**config.mk**
```make
export PLATFORM = sky130hd
export DESIGN_NAME = tmob_opmem
export DESIGN_NICKNAME = d
export VERILOG_FILES = /design/src/hdl/tmob_pkg.sv /design/src/hdl/tmob_opmem.sv
export SDC_FILE = /design/constraint.sdc
export NUM_CORES = 1
export LEC_CHECK = 0
export BUFFER_PORTS_ARGS = -buffer_cell sky130_fd_sc_hd__buf_2
export CAP_MARGIN = 20
export CORE_AREA = 2 2 240 242
export CTS_BUF_LIST = sky130_fd_sc_hd__clkbuf_2 sky130_fd_sc_hd__clkbuf_4 sky130_fd_sc_hd__clkbuf_8
export CTS_CLUSTER_SIZE = 24
export DETAILED_ROUTE_END_ITERATION = 12
export DIE_AREA = 0 0 242 244
export SLEW_MARGIN = 0
export SYNTH_ARGS = -nofsm -noshare
export SYNTH_HDL_FRONTEND = slang
export SYNTH_SLANG_ARGS = --single-unit
```
**constraint.sdc**
```tcl
create_clock -name clk -period 9.7 [get_ports clk]
set_clock_uncertainty 0.1 [all_clocks]
set_input_delay 1.455 -clock clk [delete_from_list [all_inputs] [get_ports clk]]
set_output_delay 1.455 -clock clk [all_outputs]
set_load 0.005 [all_outputs]
```
**src/hdl/tmob_pkg.sv**
```systemverilog
// Shared types, constants and function tables for the mixed-order basis evaluator.
// Holds the microcode decoder, operand addressing and saturation helpers.
// No dependencies.
`timescale 1ns / 1ps

package tmob_pkg;

  localparam int FRAC_BITS = 24;
  localparam int DW        = 32;   // operand width
  localparam int RW        = 48;   // result width
  localparam int AW        = 52;   // exact accumulator width
  localparam int XW        = 49;   // cross product accumulator width
  localparam int PW        = 80;   // full product width in the multiplier
  localparam logic [4:0] LAST_FUNC = 5'd19;

  localparam logic signed [RW-1:0] MAX48 = {1'b0, {(RW-1){1'b1}}};
  localparam logic signed [RW-1:0] MIN48 = {1'b1, {(RW-1){1'b0}}};

  typedef enum logic [1:0] {SRC_L, SRC_G, SRC_P, SRC_X} src_t;
  typedef enum logic [1:0] {DST_B, DST_X, DST_P, DST_C} dst_t;
  typedef enum logic [1:0] {CF_P1, CF_M1, CF_M2, CF_M3} coef_t;

  typedef struct packed {
    logic       is_mul;
    src_t       a_src;
    logic [1:0] a_row;
    logic [1:0] a_comp;
    src_t       b_src;
    logic [1:0] b_row;
    logic [1:0] b_comp;
    dst_t       dst;
    coef_t      coef;
    logic       curl_x2;
  } uop_t;

  typedef struct packed {
    logic [3:0] addr_a;
    logic [3:0] addr_b;
  } rd_req_t;

  typedef struct packed {
    logic          en;
    logic [3:0]    addr;
    logic [DW-1:0] data;
  } wr_req_t;

  // face terms: barycentric pair, gradient row; third term scaled by -2
  localparam logic [1:0] FACE_TAB [8][3][3] = '{
    '{'{2'd1, 2'd2, 2'd0}, '{2'd0, 2'd2, 2'd1}, '{2'd0, 2'd1, 2'd2}},
    '{'{2'd1, 2'd3, 2'd0}, '{2'd0, 2'd3, 2'd1}, '{2'd0, 2'd1, 2'd3}},
    '{'{2'd2, 2'd3, 2'd0}, '{2'd0, 2'd3, 2'd2}, '{2'd0, 2'd2, 2'd3}},
    '{'{2'd2, 2'd3, 2'd1}, '{2'd1, 2'd3, 2'd2}, '{2'd1, 2'd2, 2'd3}},
    '{'{2'd2, 2'd0, 2'd1}, '{2'd1, 2'd0, 2'd2}, '{2'd1, 2'd2, 2'd0}},
    '{'{2'd3, 2'd0, 2'd1}, '{2'd1, 2'd0, 2'd3}, '{2'd1, 2'd3, 2'd0}},
    '{'{2'd3, 2'd0, 2'd2}, '{2'd2, 2'd0, 2'd3}, '{2'd2, 2'd3, 2'd0}},
    '{'{2'd3, 2'd1, 2'd2}, '{2'd2, 2'd1, 2'd3}, '{2'd2, 2'd3, 2'd1}}
  };

  // face curl terms: barycentric index, then cross of two gradient rows; scaled by -3
  localparam logic [1:0] FCURL_TAB [8][2][3] = '{
    '{'{2'd1, 2'd0, 2'd2}, '{2'd0, 2'd1, 2'd2}},
    '{'{2'd1, 2'd0, 2'd3}, '{2'd0, 2'd1, 2'd3}},
    '{'{2'd2, 2'd0, 2'd3}, '{2'd0, 2'd2, 2'd3}},
    '{'{2'd2, 2'd1, 2'd3}, '{2'd1, 2'd2, 2'd3}},
    '{'{2'd2, 2'd1, 2'd0}, '{2'd1, 2'd2, 2'd0}},
    '{'{2'd3, 2'd1, 2'd0}, '{2'd1, 2'd3, 2'd0}},
    '{'{2'd3, 2'd2, 2'd0}, '{2'd2, 2'd3, 2'd0}},
    '{'{2'd3, 2'd2, 2'd1}, '{2'd2, 2'd3, 2'd1}}
  };

  function automatic logic [1:0] edge_a(input logic [2:0] e);
    logic [1:0] r;
    case (e)
      3'd0, 3'd1, 3'd2: r = 2'd0;
      3'd3, 3'd4:       r = 2'd1;
      default:          r = 2'd2;
    endcase
    return r;
  endfunction

  function automatic logic [1:0] edge_b(input logic [2:0] e);
    logic [1:0] r;
    case (e)
      3'd0:       r = 2'd1;
      3'd1, 3'd3: r = 2'd2;
      default:    r = 2'd3;
    endcase
    return r;
  endfunction

  function automatic logic [1:0] rot1(input logic [1:0] k);
    logic [1:0] r;
    case (k)
      2'd0:    r = 2'd1;
      2'd1:    r = 2'd2;
      default: r = 2'd0;
    endcase
    return r;
  endfunction

  function automatic logic [1:0] rot2(input logic [1:0] k);
    logic [1:0] r;
    case (k)
      2'd0:    r = 2'd2;
      2'd1:    r = 2'd0;
      default: r = 2'd1;
    endcase
    return r;
  endfunction

  // operand store address of a barycentric value or a gradient entry
  function automatic logic [3:0] slot_addr(input src_t src, input logic [1:0] row,
                                           input logic [1:0] comp);
    logic [6:0] g;
    g = 7'd4 + 7'(row) * 7'd3 + 7'(comp);
    return (src == SRC_L) ? {2'b00, row} : g[3:0];
  endfunction

  function automatic logic signed [RW-1:0] sat48(input logic signed [AW-1:0] v);
    logic signed [RW-1:0] r;
    if (v > AW'(MAX48))      r = MAX48;
    else if (v < AW'(MIN48)) r = MIN48;
    else                     r = v[RW-1:0];
    return r;
  endfunction

  // multiply a 48-bit value by one of the constant factors, exactly
  function automatic logic signed [AW-1:0] scale(input coef_t c, input logic signed [RW-1:0] y);
    logic signed [AW-1:0] e;
    logic signed [AW-1:0] r;
    e = {{(AW-RW){y[RW-1]}}, y};
    unique case (c)
      CF_P1: r = e;
      CF_M1: r = -e;
      CF_M2: r = -(e <<< 1);
      CF_M3: r = -(e + (e <<< 1));
    endcase
    return r;
  endfunction

  // microcode: one operation of function f, component k, step
  function automatic uop_t decode(input logic [4:0] f, input logic [1:0] k,
                                  input logic [3:0] step);
    uop_t       u;
    logic [1:0] k1, k2, ea, eb, t, c0, c1, c2;
    logic [2:0] e, j;
    logic [3:0] s, r;
    logic       ct, ui;
    u  = '0;
    k1 = rot1(k);
    k2 = rot2(k);
    if (f < 5'd12) begin
      ct = (f < 5'd6);
      e  = ct ? f[2:0] : 3'(f - 5'd6);
      ea = edge_a(e);
      eb = edge_b(e);
      case (step)
        4'd0: begin
          u.is_mul = 1'b1; u.a_src = SRC_L; u.a_row = ea;
          u.b_src = SRC_G; u.b_row = eb; u.b_comp = k; u.dst = DST_B; u.coef = CF_P1;
        end
        4'd1: begin
          u.is_mul = 1'b1; u.a_src = SRC_L; u.a_row = eb;
          u.b_src = SRC_G; u.b_row = ea; u.b_comp = k; u.dst = DST_B;
          u.coef = ct ? CF_M1 : CF_P1;
        end
        4'd2: begin
          if (ct) begin
            u.is_mul = 1'b1; u.a_src = SRC_G; u.a_row = ea; u.a_comp = k1;
            u.b_src = SRC_G; u.b_row = eb; u.b_comp = k2; u.dst = DST_X; u.coef = CF_P1;
          end
        end
        4'd3: begin
          if (ct) begin
            u.is_mul = 1'b1; u.a_src = SRC_G; u.a_row = ea; u.a_comp = k2;
            u.b_src = SRC_G; u.b_row = eb; u.b_comp = k1; u.dst = DST_X; u.coef = CF_M1;
          end
        end
        default: u.curl_x2 = ct;
      endcase
    end else begin
      j = 3'(f - 5'd12);
      t = step[2:1];
      if (step < 4'd6) begin
        u.is_mul = 1'b1;
        if (!step[0]) begin
          u.a_src = SRC_L; u.a_row = FACE_TAB[j][t][0];
          u.b_src = SRC_L; u.b_row = FACE_TAB[j][t][1]; u.dst = DST_P;
        end else begin
          u.a_src = SRC_P;
          u.b_src = SRC_G; u.b_row = FACE_TAB[j][t][2]; u.b_comp = k;
          u.dst = DST_B; u.coef = (t == 2'd2) ? CF_M2 : CF_P1;
        end
      end else if (step < 4'd12) begin
        s  = step - 4'd6;
        ui = (s >= 4'd3);
        r  = ui ? s - 4'd3 : s;
        c0 = FCURL_TAB[j][ui][0];
        c1 = FCURL_TAB[j][ui][1];
        c2 = FCURL_TAB[j][ui][2];
        u.is_mul = 1'b1;
        case (r)
          4'd0: begin
            u.a_src = SRC_G; u.a_row = c1; u.a_comp = k1;
            u.b_src = SRC_G; u.b_row = c2; u.b_comp = k2; u.dst = DST_X; u.coef = CF_P1;
          end
          4'd1: begin
            u.a_src = SRC_G; u.a_row = c1; u.a_comp = k2;
            u.b_src = SRC_G; u.b_row = c2; u.b_comp = k1; u.dst = DST_X; u.coef = CF_M1;
          end
          default: begin
            u.a_src = SRC_X;
            u.b_src = SRC_L; u.b_row = c0; u.dst = DST_C; u.coef = CF_M3;
          end
        endcase
      end
    end
    return u;
  endfunction

endpackage

```
**src/hdl/tmob_opmem.sv**
```systemverilog
// Operand store: four barycentric values and twelve gradient entries.
// One write port, two registered read ports; unwritten entries read as zero.
// Depends on tmob_pkg.
`timescale 1ns / 1ps

module tmob_opmem
  import tmob_pkg::*;
(
  input  logic          clk,
  input  logic          rst_n,
  input  wr_req_t       wr,
  input  rd_req_t       rd,
  output logic [DW-1:0] rdata_a,
  output logic [DW-1:0] rdata_b
);

  logic [DW-1:0] mem_r [16];
  logic [15:0]   vld_r;
  logic [DW-1:0] rdata_a_r, rdata_b_r;

  // track which entries have been written since reset
  always_ff @(posedge clk) begin
    if (!rst_n) begin
      vld_r <= '0;
    end else if (wr.en) begin
      vld_r[wr.addr] <= 1'b1;
    end
  end

  // write and register both reads
  always_ff @(posedge clk) begin
    if (wr.en) begin
      mem_r[wr.addr] <= wr.data;
    end
    rdata_a_r <= vld_r[rd.addr_a] ? mem_r[rd.addr_a] : '0;
    rdata_b_r <= vld_r[rd.addr_b] ? mem_r[rd.addr_b] : '0;
  end

  assign rdata_a = rdata_a_r;
  assign rdata_b = rdata_b_r;

endmodule

```
==> metrics.cfg <==
[status]
status=completed

[clock_tree]
cts_buffers=96
clockBufferDepth=3
cts_setup_buffers=0
postCtsHoldBufs=0
clock_latency_ns=0.68
clockRootBuffer=clkbuf_8
h-tree-depth=3
cts_resized=0
cts_num_sinks=592
tritoncts=built
path_clk_slew_ns=0.06

[sta]
maxSlewViolCount=0
rsz0062_at_grt=false
final.setup.tns_ns=0
slew-limit-headroom_pct=34.1
worst_slew_pin_slew_ns=0.989
fmax_mhz=291
setup_violations=0
period_share_pct=35.4
period_minus_slack_ns=3.44
hold_viol_final=0

[detailed_routing]
firstDrtPassIters=5
wl_per_cell_um=30.0
wl_um=65300
ant_nets=0
dr.first_iter.drc_count=1246
vias_per_cell=6.21
vias=13500
route.detailed.drc=0

[synthesis]
synth_warnings=0
synthCells=1199
synth_area_um2=25300
seq_area_frac_synth_pct=67.2
synth-seq-cells=592
synth_nets=1246
avgSynthCellArea_um2=21.1
yosysUniqueCellTypes=27

[global_route]
grt_pass1_wl_um=94100
grt_pass1_vias=14200
antenna_found_initial=2
grtUsageTotal_pct=22.3
grt_max_degree=75
overflow=0

[pwr]
p_leak_uw=0.00922
power.density_nw_per_um2=191
ir_drop_mv=0.0898

[worst_setup_path]
crit_buf_inv=2
critPathMaxFanout=57
crit_type=primary input to register
slowest_stage=buf_4
critPathLaunchType=primary input
cp_top_family=buffers and inverters
critPathMaxStageDelay_ns=0.82
worst_ep_arrival_time_ns=3.84
cp-end-kind=register
required_ns=10.10
crit_chain=buf_8 > buf_4 > mux4_2 > a22oi_1 > a21oi_1

[floorplanning]
die_w_um=242
die_height_um=244
core_area_um2=56200
io_pins=111
rows=87
die_area_um2=59000
start_util_pct=45.0

[finish]
fillers=4589
area_delta_synth_final_pct=13.3
drive_gt1_share_pct=43.9
num_antenna_cells=0
nets=1386
multi_input_area_um2=7830
fin_util_pct=51.0
regArea_um2=17000

[placed_design]
gp_congestion=0.706
dpl.hpwl_um=30000
io_buffer_count=110

[worst_hold_path]
hold_class=register to register

[run]
cap_violations=0

-- power by group --
group	internal, uW	switching [uW]	total, uW
Sequential	2820	20.1	2840
Clock	1290	967	2260
Combinational	160	209	369
-- Yosys cell counts --
library cell	n	area share (%)
a21oi_1	44	0.87
a21oi_2	20	0.69
a22o_1	2	0.069
a22o_4	2	0.14
a22oi_1	128	3.8
and2_1	2	0.050
buf_1	4	0.059
buf_12	2	0.16
buf_2	27	0.54
buf_4	18	0.54
buf_6	8	0.36
buf_8	4	0.24
clkbuf_1	32	0.48
clkbuf_2	3	0.059
dfxtp_1	80	6.3
edfxtp_1	512	61
mux4_2	264	24
nand2_1	1	0.015
nand2b_1	2	0.050
nand3_1	1	0.020
nand3b_1	2	0.059
nor2_1	14	0.21
nor2_8	2	0.16
nor2b_1	4	0.099
nor3_1	4	0.079
o21a_1	16	0.48
or3b_2	1	0.035
-- cell usage in the layout, fill, tap and decap left out, drive strengths merged, types with 3 or more instances in the layout --
| cell | netlist | routed |
|---|---|---|
| o21a | 16 | 16 |
| edfxtp | 512 | 512 |
| nor2b | 4 | 4 |
| a22oi | 128 | 128 |
| clkbuf | 35 | 154 |
| a21oi | 64 | 64 |
| clkinv | 0 | 23 |
| bufinv | 0 | 3 |
| nor2 | 16 | 16 |
| dfxtp | 80 | 80 |
| mux4 | 264 | 264 |
| nor3 | 4 | 4 |
| a22o | 4 | 4 |
| buf | 63 | 140 |
-- per-layer routing --
layer  global-route usage (%)  share of wire (%)
met1                     30.2                 41
met2                     36.8                 49
met5                        0              0.038
met3                     4.42                8.3
met4                     6.97                2.0
-- state kept, by name, indices dropped and copies added (netlist names) --
register,count
mem_r,512
rdata_b,32
rdata_a,32
vld_r,16
-- worst reg2reg max path, cell delays in order, from the launching register on --
cell	delay [ns]
dfxtp_1	0.33
mux4_2	0.48
a22o_4	0.29
nor2_8	0.76
a21oi_1	0.16
-- kinds of logic after synthesis --
family | count (synthesis) | share of synthesized area, %
AOI/OAI and AO/OA | 212 | 6.05
buffers and inverters | 98 | 2.42
and+or+nand+nor | 33 | 0.773
DFF | 592 | 67.2
muxes | 264 | 23.5
-- worst paths after layout --
path / cells after the start / slack, ns / start / endpoint
worst min register to register: 1 / 0.38 / vld_r[5]$_SDFFE_PN0P_ / vld_r[5]$_SDFFE_PN0P_
worst min-delay path: 1 / 0.38 / vld_r[5]$_SDFFE_PN0P_ / vld_r[5]$_SDFFE_PN0P_
worst max-delay path: 5 / 6.26 / rd[4] / rdata_a[19]$_SDFF_PN0_
worst max register to register: 4 / 7.41 / vld_r[13]$_SDFFE_PN0P_ / rdata_b[12]$_SDFF_PN0_
-- area by class of cell --
type                    count  share of cell area (%)
clock inverters            28                   0.726
multi-input cells         509                    27.3
clock buffers             154                    6.49
repair buffers            140                    2.82
flip-flops and latches    592                    59.3
well taps                 756                    3.30
-- metrics by stage --
| stage | area (um2) | setup slack (ns) | instances | total power (uW) | hold slack (ns) |
|---|---|---|---|---|---|
| floorplan | 25300 | 4.91 | 1199 | 3140 | 0.352 |
| global placement | 26600 | 5.50 | 1997 | 3260 | 0.365 |
| detailed placement | 26600 | 5.50 | 1997 | 3260 | 0.370 |
| CTS | 28600 | 6.23 | 2179 | 5520 | 0.384 |
| global route | 28600 | 6.05 | 2179 | 5660 | 0.412 |
| finish | 28600 | 6.26 | 2179 | 5470 | 0.385 |
(Power assumes the default switching activity.)
