$ cat src/hdl/tmob_pkg.sv
// Shared types, constants and function tables for the mixed-order basis evaluator.
// Holds the microcode decoder, operand addressing and saturation helpers.
// No dependencies.
`timescale 1ns / 1ps

package tmob_pkg;

  localparam int FRAC_BITS = 24;
  localparam int DW        = 32;   // operand width
  localparam int RW        = 48;   // result width
  localparam int AW        = 52;   // exact accumulator width
  localparam int XW        = 49;   // cross product accumulator width
  localparam int PW        = 80;   // full product width in the multiplier
  localparam logic [4:0] LAST_FUNC = 5'd19;

  localparam logic signed [RW-1:0] MAX48 = {1'b0, {(RW-1){1'b1}}};
  localparam logic signed [RW-1:0] MIN48 = {1'b1, {(RW-1){1'b0}}};

  typedef enum logic [1:0] {SRC_L, SRC_G, SRC_P, SRC_X} src_t;
  typedef enum logic [1:0] {DST_B, DST_X, DST_P, DST_C} dst_t;
  typedef enum logic [1:0] {CF_P1, CF_M1, CF_M2, CF_M3} coef_t;

  typedef struct packed {
    logic       is_mul;
    src_t       a_src;
    logic [1:0] a_row;
    logic [1:0] a_comp;
    src_t       b_src;
    logic [1:0] b_row;
    logic [1:0] b_comp;
    dst_t       dst;
    coef_t      coef;
    logic       curl_x2;
  } uop_t;

  typedef struct packed {
    logic [3:0] addr_a;
    logic [3:0] addr_b;
  } rd_req_t;

  typedef struct packed {
    logic          en;
    logic [3:0]    addr;
    logic [DW-1:0] data;
  } wr_req_t;

  // face terms: barycentric pair, gradient row; third term scaled by -2
  localparam logic [1:0] FACE_TAB [8][3][3] = '{
    '{'{2'd1, 2'd2, 2'd0}, '{2'd0, 2'd2, 2'd1}, '{2'd0, 2'd1, 2'd2}},
    '{'{2'd1, 2'd3, 2'd0}, '{2'd0, 2'd3, 2'd1}, '{2'd0, 2'd1, 2'd3}},
    '{'{2'd2, 2'd3, 2'd0}, '{2'd0, 2'd3, 2'd2}, '{2'd0, 2'd2, 2'd3}},
    '{'{2'd2, 2'd3, 2'd1}, '{2'd1, 2'd3, 2'd2}, '{2'd1, 2'd2, 2'd3}},
    '{'{2'd2, 2'd0, 2'd1}, '{2'd1, 2'd0, 2'd2}, '{2'd1, 2'd2, 2'd0}},
    '{'{2'd3, 2'd0, 2'd1}, '{2'd1, 2'd0, 2'd3}, '{2'd1, 2'd3, 2'd0}},
    '{'{2'd3, 2'd0, 2'd2}, '{2'd2, 2'd0, 2'd3}, '{2'd2, 2'd3, 2'd0}},
    '{'{2'd3, 2'd1, 2'd2}, '{2'd2, 2'd1, 2'd3}, '{2'd2, 2'd3, 2'd1}}
  };

  // face curl terms: barycentric index, then cross of two gradient rows; scaled by -3
  localparam logic [1:0] FCURL_TAB [8][2][3] = '{
    '{'{2'd1, 2'd0, 2'd2}, '{2'd0, 2'd1, 2'd2}},
    '{'{2'd1, 2'd0, 2'd3}, '{2'd0, 2'd1, 2'd3}},
    '{'{2'd2, 2'd0, 2'd3}, '{2'd0, 2'd2, 2'd3}},
    '{'{2'd2, 2'd1, 2'd3}, '{2'd1, 2'd2, 2'd3}},
    '{'{2'd2, 2'd1, 2'd0}, '{2'd1, 2'd2, 2'd0}},
    '{'{2'd3, 2'd1, 2'd0}, '{2'd1, 2'd3, 2'd0}},
    '{'{2'd3, 2'd2, 2'd0}, '{2'd2, 2'd3, 2'd0}},
    '{'{2'd3, 2'd2, 2'd1}, '{2'd2, 2'd3, 2'd1}}
  };

  function automatic logic [1:0] edge_a(input logic [2:0] e);
    logic [1:0] r;
    case (e)
      3'd0, 3'd1, 3'd2: r = 2'd0;
      3'd3, 3'd4:       r = 2'd1;
      default:          r = 2'd2;
    endcase
    return r;
  endfunction

  function automatic logic [1:0] edge_b(input logic [2:0] e);
    logic [1:0] r;
    case (e)
      3'd0:       r = 2'd1;
      3'd1, 3'd3: r = 2'd2;
      default:    r = 2'd3;
    endcase
    return r;
  endfunction

  function automatic logic [1:0] rot1(input logic [1:0] k);
    logic [1:0] r;
    case (k)
      2'd0:    r = 2'd1;
      2'd1:    r = 2'd2;
      default: r = 2'd0;
    endcase
    return r;
  endfunction

  function automatic logic [1:0] rot2(input logic [1:0] k);
    logic [1:0] r;
    case (k)
      2'd0:    r = 2'd2;
      2'd1:    r = 2'd0;
      default: r = 2'd1;
    endcase
    return r;
  endfunction

  // operand store address of a barycentric value or a gradient entry
  function automatic logic [3:0] slot_addr(input src_t src, input logic [1:0] row,
                                           input logic [1:0] comp);
    logic [6:0] g;
    g = 7'd4 + 7'(row) * 7'd3 + 7'(comp);
    return (src == SRC_L) ? {2'b00, row} : g[3:0];
  endfunction

  function automatic logic signed [RW-1:0] sat48(input logic signed [AW-1:0] v);
    logic signed [RW-1:0] r;
    if (v > AW'(MAX48))      r = MAX48;
    else if (v < AW'(MIN48)) r = MIN48;
    else                     r = v[RW-1:0];
    return r;
  endfunction

  // multiply a 48-bit value by one of the constant factors, exactly
  function automatic logic signed [AW-1:0] scale(input coef_t c, input logic signed [RW-1:0] y);
    logic signed [AW-1:0] e;
    logic signed [AW-1:0] r;
    e = {{(AW-RW){y[RW-1]}}, y};
    unique case (c)
      CF_P1: r = e;
      CF_M1: r = -e;
      CF_M2: r = -(e <<< 1);
      CF_M3: r = -(e + (e <<< 1));
    endcase
    return r;
  endfunction

  // microcode: one operation of function f, component k, step
  function automatic uop_t decode(input logic [4:0] f, input logic [1:0] k,
                                  input logic [3:0] step);
    uop_t       u;
    logic [1:0] k1, k2, ea, eb, t, c0, c1, c2;
    logic [2:0] e, j;
    logic [3:0] s, r;
    logic       ct, ui;
    u  = '0;
    k1 = rot1(k);
    k2 = rot2(k);
    if (f < 5'd12) begin
      ct = (f < 5'd6);
      e  = ct ? f[2:0] : 3'(f - 5'd6);
      ea = edge_a(e);
      eb = edge_b(e);
      case (step)
        4'd0: begin
          u.is_mul = 1'b1; u.a_src = SRC_L; u.a_row = ea;
          u.b_src = SRC_G; u.b_row = eb; u.b_comp = k; u.dst = DST_B; u.coef = CF_P1;
        end
        4'd1: begin
          u.is_mul = 1'b1; u.a_src = SRC_L; u.a_row = eb;
          u.b_src = SRC_G; u.b_row = ea; u.b_comp = k; u.dst = DST_B;
          u.coef = ct ? CF_M1 : CF_P1;
        end
        4'd2: begin
          if (ct) begin
            u.is_mul = 1'b1; u.a_src = SRC_G; u.a_row = ea; u.a_comp = k1;
            u.b_src = SRC_G; u.b_row = eb; u.b_comp = k2; u.dst = DST_X; u.coef = CF_P1;
          end
        end
        4'd3: begin
          if (ct) begin
            u.is_mul = 1'b1; u.a_src = SRC_G; u.a_row = ea; u.a_comp = k2;
            u.b_src = SRC_G; u.b_row = eb; u.b_comp = k1; u.dst = DST_X; u.coef = CF_M1;
          end
        end
        default: u.curl_x2 = ct;
      endcase
    end else begin
      j = 3'(f - 5'd12);
      t = step[2:1];
      if (step < 4'd6) begin
        u.is_mul = 1'b1;
        if (!step[0]) begin
          u.a_src = SRC_L; u.a_row = FACE_TAB[j][t][0];
          u.b_src = SRC_L; u.b_row = FACE_TAB[j][t][1]; u.dst = DST_P;
        end else begin
          u.a_src = SRC_P;
          u.b_src = SRC_G; u.b_row = FACE_TAB[j][t][2]; u.b_comp = k;
          u.dst = DST_B; u.coef = (t == 2'd2) ? CF_M2 : CF_P1;
        end
      end else if (step < 4'd12) begin
        s  = step - 4'd6;
        ui = (s >= 4'd3);
        r  = ui ? s - 4'd3 : s;
        c0 = FCURL_TAB[j][ui][0];
        c1 = FCURL_TAB[j][ui][1];
        c2 = FCURL_TAB[j][ui][2];
        u.is_mul = 1'b1;
        case (r)
          4'd0: begin
            u.a_src = SRC_G; u.a_row = c1; u.a_comp = k1;
            u.b_src = SRC_G; u.b_row = c2; u.b_comp = k2; u.dst = DST_X; u.coef = CF_P1;
          end
          4'd1: begin
            u.a_src = SRC_G; u.a_row = c1; u.a_comp = k2;
            u.b_src = SRC_G; u.b_row = c2; u.b_comp = k1; u.dst = DST_X; u.coef = CF_M1;
          end
          default: begin
            u.a_src = SRC_X;
            u.b_src = SRC_L; u.b_row = c0; u.dst = DST_C; u.coef = CF_M3;
          end
        endcase
      end
    end
    return u;
  endfunction

endpackage

$ cat src/hdl/tmob_qmul.sv
// Shared fixed-point multiplier: 48 x 32 bit signed, rounded and saturated to 48 bits.
// One 32 x 32 multiplier used twice, low half then high half; the result is registered.
// Depends on tmob_pkg.
`timescale 1ns / 1ps

module tmob_qmul
  import tmob_pkg::*;
(
  input  logic                 clk,
  input  logic                 rst_n,
  input  logic                 start,
  input  logic signed [RW-1:0] a,
  input  logic signed [DW-1:0] b,
  output logic                 done,
  output logic signed [RW-1:0] y
);

  logic [2:0]           v_r;
  logic                 done_r;
  logic [RW-1:0]        m_r;
  logic [DW-1:0]        n_r;
  logic                 neg_r;
  logic [2*DW-1:0]      pl_r;
  logic [RW-1:0]        ph_r;
  logic signed [RW-1:0] y_r;
  logic [DW-1:0]        mop;
  logic [2*DW-1:0]      prod;
  logic [PW-1:0]        sum;
  logic [PW-1:0]        rnd;
  logic signed [RW-1:0] y_nxt;

  // advance the phase pipe
  always_ff @(posedge clk) begin
    if (!rst_n) begin
      v_r    <= '0;
      done_r <= 1'b0;
    end else begin
      v_r    <= {v_r[1:0], start};
      done_r <= v_r[2];
    end
  end

  // low half first, then high half through the same multiplier
  assign mop  = v_r[1] ? {{(2*DW-RW){1'b0}}, m_r[RW-1:DW]} : m_r[DW-1:0];
  assign prod = mop * n_r;

  // combine, round to nearest with ties away from zero, saturate
  always_comb begin
    sum = {ph_r, {DW{1'b0}}} + PW'(pl_r) + (PW'(1) << (FRAC_BITS - 1));
    rnd = sum >> FRAC_BITS;
    if (neg_r) begin
      if (rnd > (PW'(1) << (RW - 1))) y_nxt = MIN48;
      else                            y_nxt = ~rnd[RW-1:0] + 1'b1;
    end else begin
      if (rnd > PW'(MAX48)) y_nxt = MAX48;
      else                  y_nxt = rnd[RW-1:0];
    end
  end

  // hold magnitudes and partial products
  always_ff @(posedge clk) begin
    if (start) begin
      m_r   <= a[RW-1] ? ~a + 1'b1 : a;
      n_r   <= b[DW-1] ? ~b + 1'b1 : b;
      neg_r <= a[RW-1] ^ b[DW-1];
    end
    if (v_r[0]) pl_r <= prod;
    if (v_r[1]) ph_r <= prod[RW-1:0];
    if (v_r[2]) y_r  <= y_nxt;
  end

  assign done = done_r;
  assign y    = y_r;

endmodule

$ cat config.mk
export PLATFORM = sky130hd
export DESIGN_NAME = tmob_qmul
export DESIGN_NICKNAME = d
export VERILOG_FILES = /design/src/hdl/tmob_pkg.sv /design/src/hdl/tmob_qmul.sv
export SDC_FILE = /design/constraint.sdc
export NUM_CORES = 2
export LEC_CHECK = 0
export ABC_AREA = 1
export BUFFER_PORTS_ARGS = -buffer_cell sky130_fd_sc_hd__buf_2
export CAP_MARGIN = 15
export CORE_ASPECT_RATIO = 0.7
export CORE_MARGIN = 1.5
export CORE_UTILIZATION = 30
export CTS_BUF_LIST = sky130_fd_sc_hd__clkbuf_8
export DETAILED_ROUTE_END_ITERATION = 10
export SLEW_MARGIN = 40
export SYNTH_ARGS = -nofsm -noshare
export SYNTH_HDL_FRONTEND = slang
export SYNTH_SLANG_ARGS = --single-unit
$ cat constraint.sdc
create_clock -name clk -period 12.79 [get_ports clk]
set_clock_uncertainty 0.15 [all_clocks]
set_input_delay 0.6395 -clock clk [delete_from_list [all_inputs] [get_ports clk]]
set_output_delay 0.6395 -clock clk [all_outputs]
set_load 0.02 [all_outputs]
==> impl_metrics.env <==
export IMPL_syn_num_nets=7398
export IMPL_path_delay_family="adder cells"
export IMPL_critPathRequiredTime_ns=13.08
export IMPL_cts_resized_gates=0
export IMPL_grt_max_degree=69
export IMPL_overflow=0
export IMPL_areaGrowthSynthToFinish_pct=8.43
export IMPL_grt_pass1_wl_um=278000
export IMPL_clock_latency_ns=0.73
export IMPL_synthFlopType="edfxtp_1"
export IMPL_synthCells=6119
export IMPL_finalCriticalPeriod_ns=10.58
export IMPL_drc_errors=0
export IMPL_rrSetupSlack_ns=2.21
export IMPL_worstMarginPinSlew_ns=0.936
export IMPL_drt_initial_drc_count=4319
export IMPL_start_util_pct=30.2
export IMPL_utilization_pct=32.8
export IMPL_path_buf_inv=10
export IMPL_root_buffer="clkbuf_8"
export IMPL_min_path_type="input port to register"
export IMPL_postCtsSetupRepairBufs=0
export IMPL_slowest_delay_ns=0.75
export IMPL_syn_avg_cell_area_um2=7.94
export IMPL_multi_input_area_mm2=0.0359
export IMPL_io_pins=132
export IMPL_ys_warnings_count=0
export IMPL_dp_final_hpwl_um=155000
export IMPL_antenna_found_initial=7
export IMPL_finalCritPeriodShare_pct=82.7
export IMPL_ys_async_sr_fraction_pct=0
export IMPL_cts_num_sinks=222
export IMPL_ys_seq_area_share_pct=13.6
export IMPL_endpoint_kind="register"
export IMPL_setup_viol=0
export IMPL_slew_limit_headroom_pct=36.9
export IMPL_slowest_stage="o21ai_1"
export IMPL_clk_pin_slew_worst_paths_ns=0.08
export IMPL_timing_fmax_mhz=94.5
export IMPL_die_h_um=340
export IMPL_timing_hold_violations_final=0
export IMPL_routabilityCongestion=0.994
export IMPL_h_tree_depth=2
export IMPL_vias=41751
export IMPL_core_area_mm2=0.161
export IMPL_cts_tree="yes"
export IMPL_synth_distinct_cells=51
export IMPL_ff_latch_area_mm2=0.00664
export IMPL_syn_area_mm2=0.0486
export IMPL_setup_tns_ns=0
export IMPL_drv_slew=0
export IMPL_via_per_inst=5.01
export IMPL_num_rows=123
export IMPL_io_buffers=131
export IMPL_start_kind="register"
export IMPL_clockBufferDepth=3
export IMPL_fp_dieW_um=484
export IMPL_drt_total_wl_um=186000
export IMPL_nNetsFinal=7455
export IMPL_wl_per_cell_um=22.3
export IMPL_synth_seq_cells=222
export IMPL_first_pass_iters=6
export IMPL_crit_fanout=18
export IMPL_cts_made_buffers=41
export IMPL_drive_gt1_share_pct=7.32
export IMPL_worstSetupPathType="register to register"
export IMPL_nFillCells=17127
export IMPL_grt_usage_pct=22.9
export IMPL_ant_nets=0
export IMPL_grt_pass1_vias=42347
export IMPL_arrival_ns=10.87
export IMPL_rsz0062_at_grt="no"
export IMPL_die_area_mm2=0.164
export IMPL_synth_edf_count=218
export IMPL_maxCapViolCount=0
export IMPL_outcome="finished, final reports clean"
per-stage QoR:
step	cells	cell area, um2	setup slack (ns)	hold slack, ns
final	8333	52700	2.21	0.0680
after global routing	8331	52700	2.13	0.0521
after CTS	8326	52600	2.68	0.00795
after detailed placement	8252	51700	2.68	0.605
after global placement	8250	51700	2.09	0.698
after floorplan	6119	48600	3.76	0.493
cell type report:
class / instances / area share [%]
diodes: 3 / 0.0142
clock buffers: 41 / 1.07
clock inverters: 31 / 0.587
inverters: 1417 / 10.1
multi-input cells: 4279 / 68.1
flip-flops and latches: 222 / 12.6
well taps: 2125 / 5.05
repair buffers: 215 / 2.53
logic make-up after synthesis:
logic type / count (synthesis) / share of synthesized area (%)
xor gates and xnor gates: 166 / 2.99
adders and majority gates: 1196 / 44.6
buffers and inverters: 1618 / 12.6
DFF: 222 / 13.6
AOI/OAI and AO/OA: 295 / 3.38
and+or+nand+nor: 2622 / 22.7
cell usage in the layout (no fill, tap or decap), types with 8 or more instances in the layout:
cell / count
a21oi_1: 108
a31oi_1: 28
buf_2: 130
buf_4: 76
clkbuf_8: 41
clkinv_1: 25
clkinv_2: 9
edfxtp_1: 218
fa_1: 896
ha_1: 300
inv_1: 1379
inv_2: 23
nand2_1: 1291
nand2_2: 38
nand3_1: 157
nand3_2: 35
nand3b_1: 25
nand4_1: 63
nor2_1: 880
nor2_2: 14
nor2_4: 14
nor3_1: 39
nor4_1: 11
o21ai_0: 107
o31ai_1: 8
or2_2: 35
xnor2_1: 42
xor2_1: 122
synthesized netlist by cell type (5+ instances only):
master,number,area (um2)
or2_2,35,219
nand3_2,35,350
a21o_1,6,45.0
nor2_2,14,87.6
nand4_1,63,394
nand2_2,39,244
xnor2_1,43,377
buf_1,6,22.5
nand3_1,157,786
a21boi_0,7,52.6
o21a_1,6,45.0
fa_1,896,17900
inv_1,1384,5190
a21oi_1,108,541
edfxtp_1,218,6550
buf_2,5,25.0
nand2_1,1291,4850
o21ai_0,109,546
ha_1,300,3750
nor3_1,39,195
xor2_1,123,1080
o21bai_1,7,52.6
nor2_1,880,3300
nor4_1,12,75.1
nand3b_1,25,188
o31ai_1,8,60.1
clkbuf_1,186,698
o211ai_1,6,45.0
inv_2,12,45.0
a31oi_1,28,175
nor2_4,14,158
and2_1,5,31.3
clkinv_1,21,78.8
worst paths after layout:
check | start | end | cells after the start
worst max-delay path | v_r[1] | pl_r[45] | 30
worst min-delay path | b[24] | n_r[24] | 2
worst max register to register | v_r[1] | pl_r[45] | 30
worst min register to register | v_r[0] | pl_r[40] | 0
per-layer routing:
metal	global-route usage (%)	share of wire [%]	vias to the layer above
li1	-	-	18264
met1	34.4	47	20884
met2	29.7	36	2295
met3	9.42	15	298
met4	5.19	2.3	10
met5	0	0.042	-
state kept, by name, summed over array words and instances (netlist names):
register  cells
pl_r         41
done          1
neg_r         1
m_r          48
n_r          32
ph_r         48
y            48
v_r           3
what timing repair did:
action,4_1_cts,5_1_grt
hold buffers,2,0
endpoints found under the setup margin,0,0
endpoints found under the hold margin,2,0
worst register-to-register path, delay by kind of cell (launching register included):
kind	cells	cell delay (ns)
flip-flops	1	0.33
AND/OR/NAND/NOR	7	1.90
adder cells (fa/ha/maj)	9	4.75
buffers and inverters	10	1.30
XOR/XNOR	1	0.50
AO/OA/AOI/OAI	3	1.41
Power is not shown: default switching activity piles up to over one toggle a cycle in this logic, so the estimate is an artifact.
